`src/hdl/fep_pkg.sv`:
```
`timescale 1ns / 1ps
`default_nettype none

package fep_pkg;

   localparam int MAX_WIDTH   = 128;
   localparam int MAX_HEIGHT  = 64;
   localparam int HEAT_LEVELS = 13;
   localparam int STORE_CELLS = MAX_WIDTH * MAX_HEIGHT;

   localparam int CELL_W   = $clog2(STORE_CELLS);
   localparam int COL_W    = $clog2(MAX_WIDTH);
   localparam int ROW_W    = $clog2(MAX_HEIGHT);
   localparam int WIDTH_W  = 8;
   localparam int HEIGHT_W = 7;
   localparam int PROD_W   = WIDTH_W + HEIGHT_W;
   localparam int LEVEL_W  = 4;
   localparam int RAND_W   = 2;
   localparam int GLYPH_W  = 14;
   localparam int FG_W     = 4;
   localparam int BG_W     = 3;
   localparam int CSR_IDX_W  = 1;
   localparam int CSR_DATA_W = 8;

   localparam logic [LEVEL_W-1:0]  TOP_LEVEL    = LEVEL_W'(HEAT_LEVELS - 1);
   localparam logic [WIDTH_W-1:0]  WIDTH_RESET  = 8'd80;
   localparam logic [HEIGHT_W-1:0] HEIGHT_RESET = 7'd24;
   localparam logic [WIDTH_W-1:0]  WIDTH_MIN    = 8'd1;
   localparam logic [WIDTH_W-1:0]  WIDTH_MAX    = WIDTH_W'(MAX_WIDTH);
   localparam logic [HEIGHT_W-1:0] HEIGHT_MIN   = 7'd2;
   localparam logic [HEIGHT_W-1:0] HEIGHT_MAX   = HEIGHT_W'(MAX_HEIGHT);

   // Operation codes of an input item.
   localparam logic OP_SEED      = 1'b0;
   localparam logic OP_PROPAGATE = 1'b1;

   // Register indexes on the configuration channel.
   localparam logic [CSR_IDX_W-1:0] CSR_FRAME_WIDTH  = 1'b0;
   localparam logic [CSR_IDX_W-1:0] CSR_FRAME_HEIGHT = 1'b1;

   // Palette.
   localparam logic [GLYPH_W-1:0] GLYPH_SPACE = 14'd32;
   localparam logic [GLYPH_W-1:0] SHADE_GLYPH [4] = '{14'h2591, 14'h2592, 14'h2593, 14'h2588};
   localparam logic [FG_W-1:0] FG_COLD = 4'd9;
   localparam logic [FG_W-1:0] FG_LOW  = 4'd2;
   localparam logic [FG_W-1:0] FG_MID  = 4'd4;
   localparam logic [FG_W-1:0] FG_HIGH = 4'd8;
   localparam logic [BG_W-1:0] BG_LOW  = 3'd0;
   localparam logic [BG_W-1:0] BG_MID  = 3'd2;
   localparam logic [BG_W-1:0] BG_HIGH = 3'd4;

   typedef enum logic [1:0] {
      ST_IDLE,
      ST_MODIFY,
      ST_DST,
      ST_SRC
   } fep_state_type;

endpackage

`default_nettype wire

```
`src/hdl/fep_palette.sv`:
```
`timescale 1ns / 1ps
`default_nettype none

module fep_palette
   import fep_pkg::*;
(
   input  wire logic [LEVEL_W-1:0] level,
   output logic      [GLYPH_W-1:0] glyph_code,
   output logic      [FG_W-1:0]    foreground,
   output logic      [BG_W-1:0]    background
);

   logic [LEVEL_W-1:0] level_less;

   assign level_less = level - LEVEL_W'(1);

   always_comb begin
      glyph_code = GLYPH_SPACE;
      foreground = FG_COLD;
      background = BG_LOW;
      // Levels above the top one read as cold.
      if (level != '0 && level <= TOP_LEVEL) begin
         glyph_code = SHADE_GLYPH[level_less[1:0]];
         case (level_less[LEVEL_W-1:2])
            2'd0: begin
               foreground = FG_LOW;
               background = BG_LOW;
            end
            2'd1: begin
               foreground = FG_MID;
               background = BG_MID;
            end
            default: begin
               foreground = FG_HIGH;
               background = BG_HIGH;
            end
         endcase
      end
   end

endmodule

`default_nettype wire

```
`config.mk`:
```
export PLATFORM = sky130hd
export DESIGN_NAME = fep_palette
export DESIGN_NICKNAME = d
export VERILOG_FILES = /design/src/hdl/fep_pkg.sv /design/src/hdl/fep_palette.sv
export SDC_FILE = /design/constraint.sdc
export NUM_CORES = 1
export LEC_CHECK = 0
export BUFFER_PORTS_ARGS = -buffer_cell sky130_fd_sc_hd__buf_2
export CAP_MARGIN = 20
export CORE_AREA = 5 5 42 44
export DETAILED_ROUTE_END_ITERATION = 10
export DIE_AREA = 0 0 47 49
export PLACE_DENSITY_LB_ADDON = 0.3
export SLEW_MARGIN = 30
export SYNTH_ARGS = -nofsm -noshare
export SYNTH_HDL_FRONTEND = slang
export SYNTH_SLANG_ARGS = --single-unit
```
`constraint.sdc`:
```
create_clock -name vclk -period 2.8
set_input_delay 0.28 -clock vclk [all_inputs]
set_output_delay 0.28 -clock vclk [all_outputs]
set_load 0.005 [all_outputs]
```
Yosys cells after proc, flatten, opt, wreduce, memory -nomap -nowiden
Index checks and enable logic that the tools add are counted.
{ "classes": {"addsub": 1, "magnitude_cmp": 2, "eq_ne": 1, "mux": 8, "n_bitwise": 1, "n_reduce_logical": 3} }
{ "ops": {"columns": ["op", "n"], "rows": [
  ["14-bit two-way mux", 3],
  ["14-bit binary-select mux with 2-bit select", 1],
  ["4-bit one-hot mux with 2 select lines", 1],
  ["3-bit one-hot mux with 2 select lines", 1],
  ["4-bit less-or-equal comparator (second input constant)", 1],
  ["4-bit two-way mux", 1],
  ["4-bit nonzero test", 1],
  ["4-bit by 1-bit subtractor with 4-bit output (second input constant)", 1],
  ["3-bit greater-or-equal comparator (second input constant)", 1],
  ["3-bit two-way mux", 1],
  ["2-bit NOT with 3-bit output", 1],
  ["2-bit by 1-bit equality test with 1-bit output (second input constant)", 1],
  ["2-bit logical NOT", 1],
  ["1-bit logical AND", 1]
]} }
{ "word_totals": {"register_bits": 0, "in_bits": 4, "output_inout_bits": 21, "elab_cells": 16} }

Logic depth before layout (Yosys ltp)
Gate-level depths: netlist of run 1.
{ "logic_depth": {"ltp_word": 6, "ltp_mapped": 6, "ltp_nobuf": 6} }

Worst setup path before layout of run 1
Ideal clock, no wire load.
{ "synth_path": {"kind": "input-to-output", "start": "input port level[0]", "end": "output port foreground[2]", "t_arrival_ps": 1237, "required_ps": 2520, "setup_slack_ps": 1283, "stages": 6, "path_buffers": 1, "cell_sequence": "inv_1 ha_1 nor2_1 a31oi_1 o21ai_0 buf_4"} }
{ "synth_between": {"elab_chain_len": 4, "word_cells_on_any_way": 8, "cone_classes": "add/sub (1); order compare (1); eq/ne (1); mux (2); reduce/logical (3)"} }
{ "synth_lines": {"columns": ["element", "line", "text"], "rows": [
  ["start: declaration", "fep_palette.sv:7", "input wire logic [LEVEL_W-1:0] level,"],
  ["4-bit by 1-bit subtractor with 4-bit output", "fep_palette.sv:15", "assign level_less = level - LEVEL_W'(1);"],
  ["2-bit by 1-bit equality test with 1-bit output / 2-bit logical NOT (equally long branches)", "fep_palette.sv:24", "case (level_less[LEVEL_W-1:2])"],
  ["4-bit one-hot mux with 2 select lines", "fep_palette.sv:24", null],
  ["4-bit two-way mux *", "fep_palette.sv:22", "if (level != '0 && level <= TOP_LEVEL) begin"],
  ["end: declaration", "fep_palette.sv:9", "output logic [FG_W-1:0] foreground,"]
]} }
Every way passes the cells marked *; elsewhere a longest branch is shown, timed or not.

Worst setup path after layout of run 1
{ "layout_path": {"start": "input port level[0]", "end": "output port glyph_code[1]"} }
{ "layout_between": {"elab_chain_len": 6, "word_cells_on_any_way": 9, "cone_classes": "add/sub (1); order compare (1); mux (4); bitwise (1); reduce/logical (2)"} }
{ "layout_lines": {"columns": ["element", "line", "text"], "rows": [
  ["4-bit by 1-bit subtractor with 4-bit output", "fep_palette.sv:15", null],
  ["2-bit NOT with 3-bit output (not written as such)", "fep_palette.sv:23", "glyph_code = SHADE_GLYPH[level_less[1:0]];"],
  ["14-bit binary-select mux with 2-bit select", "fep_palette.sv:23", null],
  ["14-bit two-way mux (not written as such) (2 in a row)", "fep_palette.sv:23", null],
  ["14-bit two-way mux *", "fep_palette.sv:22", null],
  ["end: declaration", "fep_palette.sv:8", "output logic [GLYPH_W-1:0] glyph_code,"]
]} }
Every way passes the cells marked *; elsewhere a longest branch is shown, timed or not. The select of a mux whose other input is x is not followed.

==> flow_summary_export.csv, run 1 <==
group,metric,value,unit
outcome,run_status,"complete, no violations",
die,design.portCount,25,
worst_setup_path,wp_data_arrival,1490,ps
yosys,mappedNetlistArea,308,um2
placement,io_buffers,19,
sta,final_hold_viol_count,0,
die,die_h,49,um
placement,hpwl,582,um
routing,drt-wirelength-per-cell,9.38,um
worst_hold_path,hold_path_depth,3,
worst_hold_path,min-delay-path-class,"input pin to output port",
sta,timing.fmax,564,MHz
sta,period_needed,1770,ps
placement,globalplace.congestion,0.653,
routing,detailroute.via_count,304,
layout,n_clock_buffer,0,
sta,timing.final.max_slew_violations,0,
worst_setup_path,critical_path_peak_fanout,5,
worst_setup_path,timing.critical_path.required,2520,ps
worst_setup_path,setup.worst_path.end_class,"output port",
worst_setup_path,crit_path_start_kind,"input pin",
cts,postCtsSetupBuffers,0,
routing,routedLengthMet1,310,um
sta,fin_tns_setup,0,ps
yosys,synth-warning-count,0,
placement,dpl_worst_slack,1010,ps
die,floorplan.die_area,2300,um2
routing,overall_routed_net_length,685,um
routing,wl_met2,295,um
global_route,grt_first_pass_wirelength,1030,um
global_route,grt_pass1_vias,230,
yosys,netlist_instances,44,
sta,fin_crit_sh,63.3,%
layout,layout.filler_cells,179,
global_route,grt_start_max_net_pins,9,
die,placementRows,14,
die,initial_util,22.0,%
cts,post_cts_resized,0,
layout,mostFrequentLayoutCell,"sky130_fd_sc_hd__buf_2",
power_and_ir_drop,leakagePower,0.000222,uW
job,maxCapViolCount,0,
routing,detailedRoute.firstPassIterationCount,3,
worst_hold_path,worst_hold_path.endpoint,"foreground[1]",
power_and_ir_drop,power_per_cell_area,165,nW/um2
layout,finalCoreUtilization,25.6,%
yosys,synth_cell_type_count,21,
routing,final_antenna_net_count,0,
layout,design.seq.count,0,
sta,grt_setup_unrepaired,"false",
die,die_width,47,um
layout,antenna-diode-count,0,
layout,finish.net_count,65,
routing,post-route-drc-count,0,
power_and_ir_drop,ir_worst_vdd,57.7,uV
sta,setup_slack,1030,ps
global_route,grt_use_total,5.54,%
routing,met3WireLength,79,um
layout,flow.area_growth_from_synthesis,16.7,%
worst_setup_path,type_of_the_worst_setup_path,"input pin to output port",
yosys,avgSynthCellArea,7.00,um2
die,core-area,1400,um2
cts,post_cts_hold_buffer_count,0,
global_route,globalRouteOverflowTotal,0,
yosys,ys_seq_area_share,0,%
global_route,grt_antenna_before_repair,0,
layout,area.sequential,0,um2
routing,detailedRoute.firstIterationViolations,3,
routing,highest_layer,"met3",
sta,setup_violation_total_in_the_final_timing_report,0,
layout,commonest_cells_after_routing_fill_and_taps_aside,"19 x sky130_fd_sc_hd__buf_2, 6 x sky130_fd_sc_hd__conb_1, 5 x sky130_fd_sc_hd__inv_1",
power_and_ir_drop,total_power,59.3,uW
sta,finalHoldWorstSlack,928,ps
layout,post_route_cells_drive_above_1_share,47.4,%
routing,post_drt_via_cell_ratio,4.16,
worst_hold_path,holdCritStartpoint,"level[3]",
-- metal layers --
metal  up-vias  global-route usage, %
li1        153                      -
met1       136                   8.70
met2        15                   8.82
met3         0                      0
met4         0                      0
met5         -                      0
-- worst max path at each step --
| stage | startpoint | endpoint |
|---|---|---|
| after global routing | level[0] | glyph_code[1] |
| after detailed placement | level[0] | glyph_code[1] |
| final | level[0] | glyph_code[1] |
| after CTS | level[0] | glyph_code[1] |
| after global placement | level[0] | glyph_code[1] |
| after floorplan | level[0] | foreground[2] |
-- layout make-up --
cell class	instances	area, um2	area share [%]
multi-input cells	32	221	61.7
well taps	16	20.0	5.57
inverters	6	22.5	6.27
repair buffers	19	95.1	26.5
-- kinds of logic (layout without fill, tap and decap cells) --
group	Yosys count	in the layout	share of synthesized area [%]
buffers and inverters	17	25	34.1
AND/OR/NAND/NOR	15	15	30.9
other	1	6	1.22
AO/OA/AOI/OAI	8	8	22.8
XOR/XNOR	1	1	2.85
adder cells (fa/ha/maj)	2	2	8.13
-- synthesized netlist by cell type (2+ instances only) --
library cell | n | area share (%)
sky130_fd_sc_hd__o21ai_0 | 2 | 3.3
sky130_fd_sc_hd__nor3_1 | 2 | 3.3
sky130_fd_sc_hd__ha_1 | 2 | 8.1
sky130_fd_sc_hd__a31oi_1 | 2 | 4.1
sky130_fd_sc_hd__buf_4 | 11 | 27
sky130_fd_sc_hd__nand2_1 | 2 | 2.4
sky130_fd_sc_hd__inv_1 | 5 | 6.1
sky130_fd_sc_hd__nor2_1 | 3 | 3.7
sky130_fd_sc_hd__nor2_2 | 3 | 6.1
-- where the power goes --
part / switching [uW] / internal [uW] / total (uW)
clock network: 0 / 0 / 0
registers: 0 / 0 / 0
logic: 32.2 / 27.1 / 59.3
-- stage by stage --
step                      cell area, um2  std cells
after floorplan                      327         49
after global placement               359         73
after detailed placement             359         73
after CTS                            359         73
after global routing                 359         73
final                                359         73
-- critical path: stages --
cell and delay, ps:
sky130_fd_sc_hd__buf_2 130, sky130_fd_sc_hd__inv_1 130, sky130_fd_sc_hd__ha_1 330, sky130_fd_sc_hd__nor2b_4 80, sky130_fd_sc_hd__a22oi_4 240, sky130_fd_sc_hd__inv_2 100, sky130_fd_sc_hd__nor2_2 100, sky130_fd_sc_hd__buf_2 110
Power figures use the tool's default switching activity.
==> run 2, diff against run 1 <==
clock period = 1.76 ns   (was 2.8 ns; I/O delays follow)
==> run 2 against run 1 <==
Total power up 59%. Global-route usage down 0.14 points. Highest routed layer unchanged. Count of clock-buffer cells in the layout unchanged. Wire length down 0.29%. Worst hold slack worse by 200 ps.
==> flow_summary_export.csv, run 2 (synthesized netlist as in run 1, its figures left out) <==
group,metric,value,unit
outcome,run_status,"complete, no violations",
worst_setup_path,timing.critical_path.to,"glyph_code[1]",
sta,grt_setup_unrepaired,"false",
worst_setup_path,critical_path_peak_fanout,5,
sta,fin_tns_setup,0,ps
worst_setup_path,timing.critical_path.required,1580,ps
placement,dpl_worst_slack,179,ps
routing,detailedRoute.firstPassIterationCount,1,
global_route,grt_first_pass_wirelength,993,um
die,die_h,49,um
routing,post-route-drc-count,0,
global_route,grt_start_max_net_pins,9,
worst_setup_path,type_of_the_worst_setup_path,"input pin to output port",
power_and_ir_drop,cellInternalPower,43.1,uW
power_and_ir_drop,power_frac_seq,0,%
sta,final_hold_viol_count,0,
routing,post_drt_via_cell_ratio,4.00,
layout,flow.area_growth_from_synthesis,16.7,%
sta,setup_violation_total_in_the_final_timing_report,0,
cts,post_cts_resized,0,
power_and_ir_drop,netSwitchingPower,51.0,uW
layout,antenna-diode-count,0,
placement,globalplace.congestion,0.687,
power_and_ir_drop,combPwrFrac,100.0,%
routing,detailedRoute.firstIterationViolations,0,
die,placementRows,14,
global_route,grt_antenna_before_repair,0,
layout,design.seq.count,0,
sta,setup_slack,195,ps
die,core-area,1400,um2
worst_hold_path,min-delay-path-class,"input pin to output port",
job,maxCapViolCount,0,
die,die_width,47,um
routing,final_antenna_net_count,0,
global_route,globalRouteOverflowTotal,0,
power_and_ir_drop,leakagePower,0.000222,uW
worst_setup_path,timing_startpoint_of_the_critical_path,"level[0]",
power_and_ir_drop,power_per_cell_area,262,nW/um2
routing,detailroute.via_count,292,
die,initial_util,22.0,%
placement,hpwl,599,um
global_route,grt_use_total,5.40,%
layout,area.sequential,0,um2
power_and_ir_drop,sw_frac_of_total,54.2,%
cts,postCtsSetupBuffers,0,
sta,timing.final.max_slew_violations,0,
layout,layout.filler_cells,167,
routing,overall_routed_net_length,683,um
layout,n_clock_buffer,0,
cts,post_cts_hold_buffer_count,0,
sta,finalHoldWorstSlack,728,ps
power_and_ir_drop,share_clk_of_total_power,0,%
die,design.portCount,25,
layout,commonest_cells_after_routing_fill_and_taps_aside,"19 x sky130_fd_sc_hd__buf_2, 6 x sky130_fd_sc_hd__conb_1, 5 x sky130_fd_sc_hd__inv_1",
worst_hold_path,holdCritStartpoint,"level[3]",
placement,io_buffers,19,
worst_setup_path,wp_data_arrival,1390,ps
layout,post_route_cells_drive_above_1_share,47.4,%
power_and_ir_drop,ir_worst_vdd,97.8,uV
routing,drt-wirelength-per-cell,9.36,um
layout,finish.net_count,65,
global_route,grt_pass1_vias,225,
sta,period_needed,1570,ps
die,floorplan.die_area,2300,um2
sta,timing.fmax,639,MHz
sta,fin_crit_sh,88.9,%
worst_setup_path,crit_path_start_kind,"input pin",
worst_setup_path,setup.worst_path.end_class,"output port",
power_and_ir_drop,total_power,94.1,uW
layout,mostFrequentLayoutCell,"sky130_fd_sc_hd__buf_2",
-- run 2: routing by layer --
metal | routed length [um] | vias up | part of all wire [%] | GRT usage (%)
met5 | 0 | - | 0 | 0
met4 | 0 | 0 | 0 | 0
met3 | 95 | 0 | 14 | 0.369
met2 | 290 | 15 | 42 | 8.37
met1 | 297 | 122 | 43 | 8.48
li1 | - | 155 | - | -
-- run 2: how the worst min path moves through the flow --
stage / end / cells after the start
6_report: foreground[1] / 3
5_1_grt: glyph_code[8] / 3
4_1_cts: foreground[1] / 3
3_5_place_dp: foreground[1] / 3
3_3_place_gp: foreground[1] / 3
2_1_floorplan: glyph_code[7] / 1
-- run 2: worst max-delay path: stages --
cell and delay (ps):
sky130_fd_sc_hd__buf_2 130, sky130_fd_sc_hd__inv_1 130, sky130_fd_sc_hd__ha_1 330, sky130_fd_sc_hd__nor2b_4 80, sky130_fd_sc_hd__a22oi_4 230, sky130_fd_sc_hd__inv_2 100
sky130_fd_sc_hd__nor2_2 100, sky130_fd_sc_hd__buf_2 110
-- run 2: final cells by class --
| class | count | area (um2) | share of cell area, % |
|---|---|---|---|
| inverter | 6 | 22.5 | 6.27 |
| timing repair buffer | 19 | 95.1 | 26.5 |
| tap | 16 | 20.0 | 5.57 |
| multi-input combinational | 32 | 221 | 61.7 |
-- run 2: power by group through the flow --
stage               Combinational, uW  Sequential, uW  Clock (uW)
detailed placement               95.4               0           0
global placement                 95.8               0           0
finish                           94.1               0           0
global route                      105               0           0
floorplan                        74.9               0           0
CTS                              95.8               0           0
-- run 2: stage by stage --
| step | cell area, um2 | util [%] | instances |
|---|---|---|---|
| CTS | 359 | 25.6 | 73 |
| global placement | 359 | 25.6 | 73 |
| global route | 359 | 25.6 | 73 |
| finish | 359 | 25.6 | 73 |
| detailed placement | 359 | 25.6 | 73 |
| floorplan | 327 | - | 49 |
==> run 3, diff against run 2 <==
==> constraint.sdc (replaced) <==
create_clock -name vclk -period 1.76
set_input_delay 0.352 -clock vclk [all_inputs]
set_output_delay 0.352 -clock vclk [all_outputs]
set_load 0.005 [all_outputs]
==> run 3 against run 2 <==
Final cell count up 8.2%. Total power up 11%. Count of clock-buffer cells in the layout did not move. Global-route usage up 0.56 points. Setup slack lost 130 ps. First-iteration DRC count rose by 2. Design area increased by 13%. Die area stayed put. Sequential share of layout area unchanged. Maximum frequency fell by 7.6%. Utilization up 3.4 points. Non-clock buffer count is 6 higher. Critical path type unchanged. Largest cell class unchanged. Largest power group unchanged.
==> flow_summary_export.csv, run 3 (synthesized netlist as in run 1, its figures left out) <==
group,metric,value,unit
layout,antenna-diode-count,0,
sta,setup_violation_total_in_the_final_timing_report,0,
layout,area.sequential,0,um2
layout,finish.net_count,71,
worst_hold_path,min-delay-path-class,"input pin to output port",
worst_hold_path,holdCritStartpoint,"level[3]",
die,initial_util,22.0,%
cts,post_cts_resized,1,
routing,final_antenna_net_count,0,
cts,post_cts_hold_buffer_count,0,
worst_setup_path,wp_data_arrival,1340,ps
placement,dpl_worst_slack,-1.64,ps
global_route,grt_pass1_vias,280,
sta,setup_slack,66.7,ps
routing,drt-wirelength-per-cell,9.00,um
placement,globalplace.congestion,0.672,
layout,n_clock_buffer,0,
worst_setup_path,type_of_the_worst_setup_path,"input pin to output port",
cts,postCtsSetupBuffers,0,
sta,timing.fmax,591,MHz
worst_setup_path,timing_startpoint_of_the_critical_path,"level[0]",
die,floorplan.die_area,2300,um2
die,die_h,49,um
global_route,grt_antenna_before_repair,0,
placement,placed_cells_incl_taps,79,
layout,mostFrequentLayoutCell,"sky130_fd_sc_hd__buf_2",
sta,period_needed,1690,ps
power_and_ir_drop,ir_worst_vdd,73.6,uV
power_and_ir_drop,power_per_cell_area,256,nW/um2
worst_setup_path,setup.worst_path.end_class,"output port",
routing,detailedRoute.firstIterationViolations,2,
job,maxCapViolCount,0,
global_route,grt_first_pass_wirelength,1150,um
outcome,run_status,"complete, no violations",
layout,layout.filler_cells,178,
layout,post_route_cells_drive_above_1_share,54.0,%
routing,post-route-drc-count,0,
die,placementRows,14,
worst_setup_path,timing.critical_path.required,1410,ps
routing,overall_routed_net_length,711,um
sta,final_hold_viol_count,0,
placement,hpwl,636,um
global_route,grt_start_max_net_pins,9,
sta,fin_crit_sh,96.2,%
placement,io_buffers,19,
layout,flow.area_growth_from_synthesis,32.1,%
routing,detailedRoute.firstPassIterationCount,2,
power_and_ir_drop,total_power,104,uW
global_route,grt_use_total,5.96,%
layout,design.seq.count,0,
layout,commonest_cells_after_routing_fill_and_taps_aside,"19 x sky130_fd_sc_hd__buf_2, 6 x sky130_fd_sc_hd__conb_1, 6 x sky130_fd_sc_hd__buf_4",
routing,post_drt_via_cell_ratio,4.06,
worst_setup_path,crit_path_start_kind,"input pin",
layout,instances_no_fill,79,
global_route,globalRouteOverflowTotal,0,
sta,grt_setup_unrepaired,"true",
die,die_width,47,um
routing,detailroute.via_count,321,
power_and_ir_drop,leakagePower,0.000250,uW
die,core-area,1400,um2
sta,timing.final.max_slew_violations,0,
layout,finalCoreUtilization,29.0,%
die,design.portCount,25,
layout,multi_input_area,224,um2
worst_setup_path,critical_path_peak_fanout,5,
[run 3: cell count changes in the layout (fill, tap and decap cells not counted)]
cell,before,now
sky130_fd_sc_hd__ha_1,2,1
sky130_fd_sc_hd__ha_2,0,1
sky130_fd_sc_hd__buf_4,0,6
[run 3: worst max-delay path: stages]
cell	delay, ps
sky130_fd_sc_hd__buf_2	110
sky130_fd_sc_hd__inv_1	100
sky130_fd_sc_hd__ha_2	240
sky130_fd_sc_hd__nor2b_4	60
sky130_fd_sc_hd__a22oi_4	190
sky130_fd_sc_hd__inv_2	90
sky130_fd_sc_hd__nor2_2	100
sky130_fd_sc_hd__buf_2	110
[run 3: cell type report]
| type | instances | area share [%] |
|---|---|---|
| Timing Repair Buffer | 25 | 34.5 |
| Inverter | 6 | 5.54 |
| Tap cell | 16 | 4.92 |
| Multi-Input combinational cell | 32 | 55.1 |
[run 3: path summary, 6_finish.rpt]
kind / endpoint / slack, ps / cells after the start
worst max-delay path: glyph_code[1] / 70 / 8
worst min-delay path: foreground[1] / 1070 / 3
[run 3: routing by layer]
metal	routed length (um)	share of wire, %	GRT usage, %	up-vias
li1	-	-	-	167
met1	306	43	8.48	139
met2	326	46	10.4	15
met3	78	11	0	0
met4	0	0	0	0
met5	0	0	0	-
[run 3: where the power goes]
group | internal [uW] | switching (uW) | leakage (uW)
Combinational | 51.6 | 52.5 | 0.000250
Sequential | 0 | 0 | 0
Clock | 0 | 0 | 0
Total | 51.6 | 52.5 | 0.000250
[run 3: through the flow]
| step | setup TNS (ps) | hold WS, ps | instance area [um2] |
|---|---|---|---|
| after floorplan | 0 | 769 | 327 |
| after global placement | 0 | 1060 | 404 |
| after detailed placement | -1.64 | 1070 | 404 |
| after CTS | 0 | 1070 | 407 |
| after global routing | -17.2 | 1090 | 407 |
| final | 0 | 1070 | 407 |
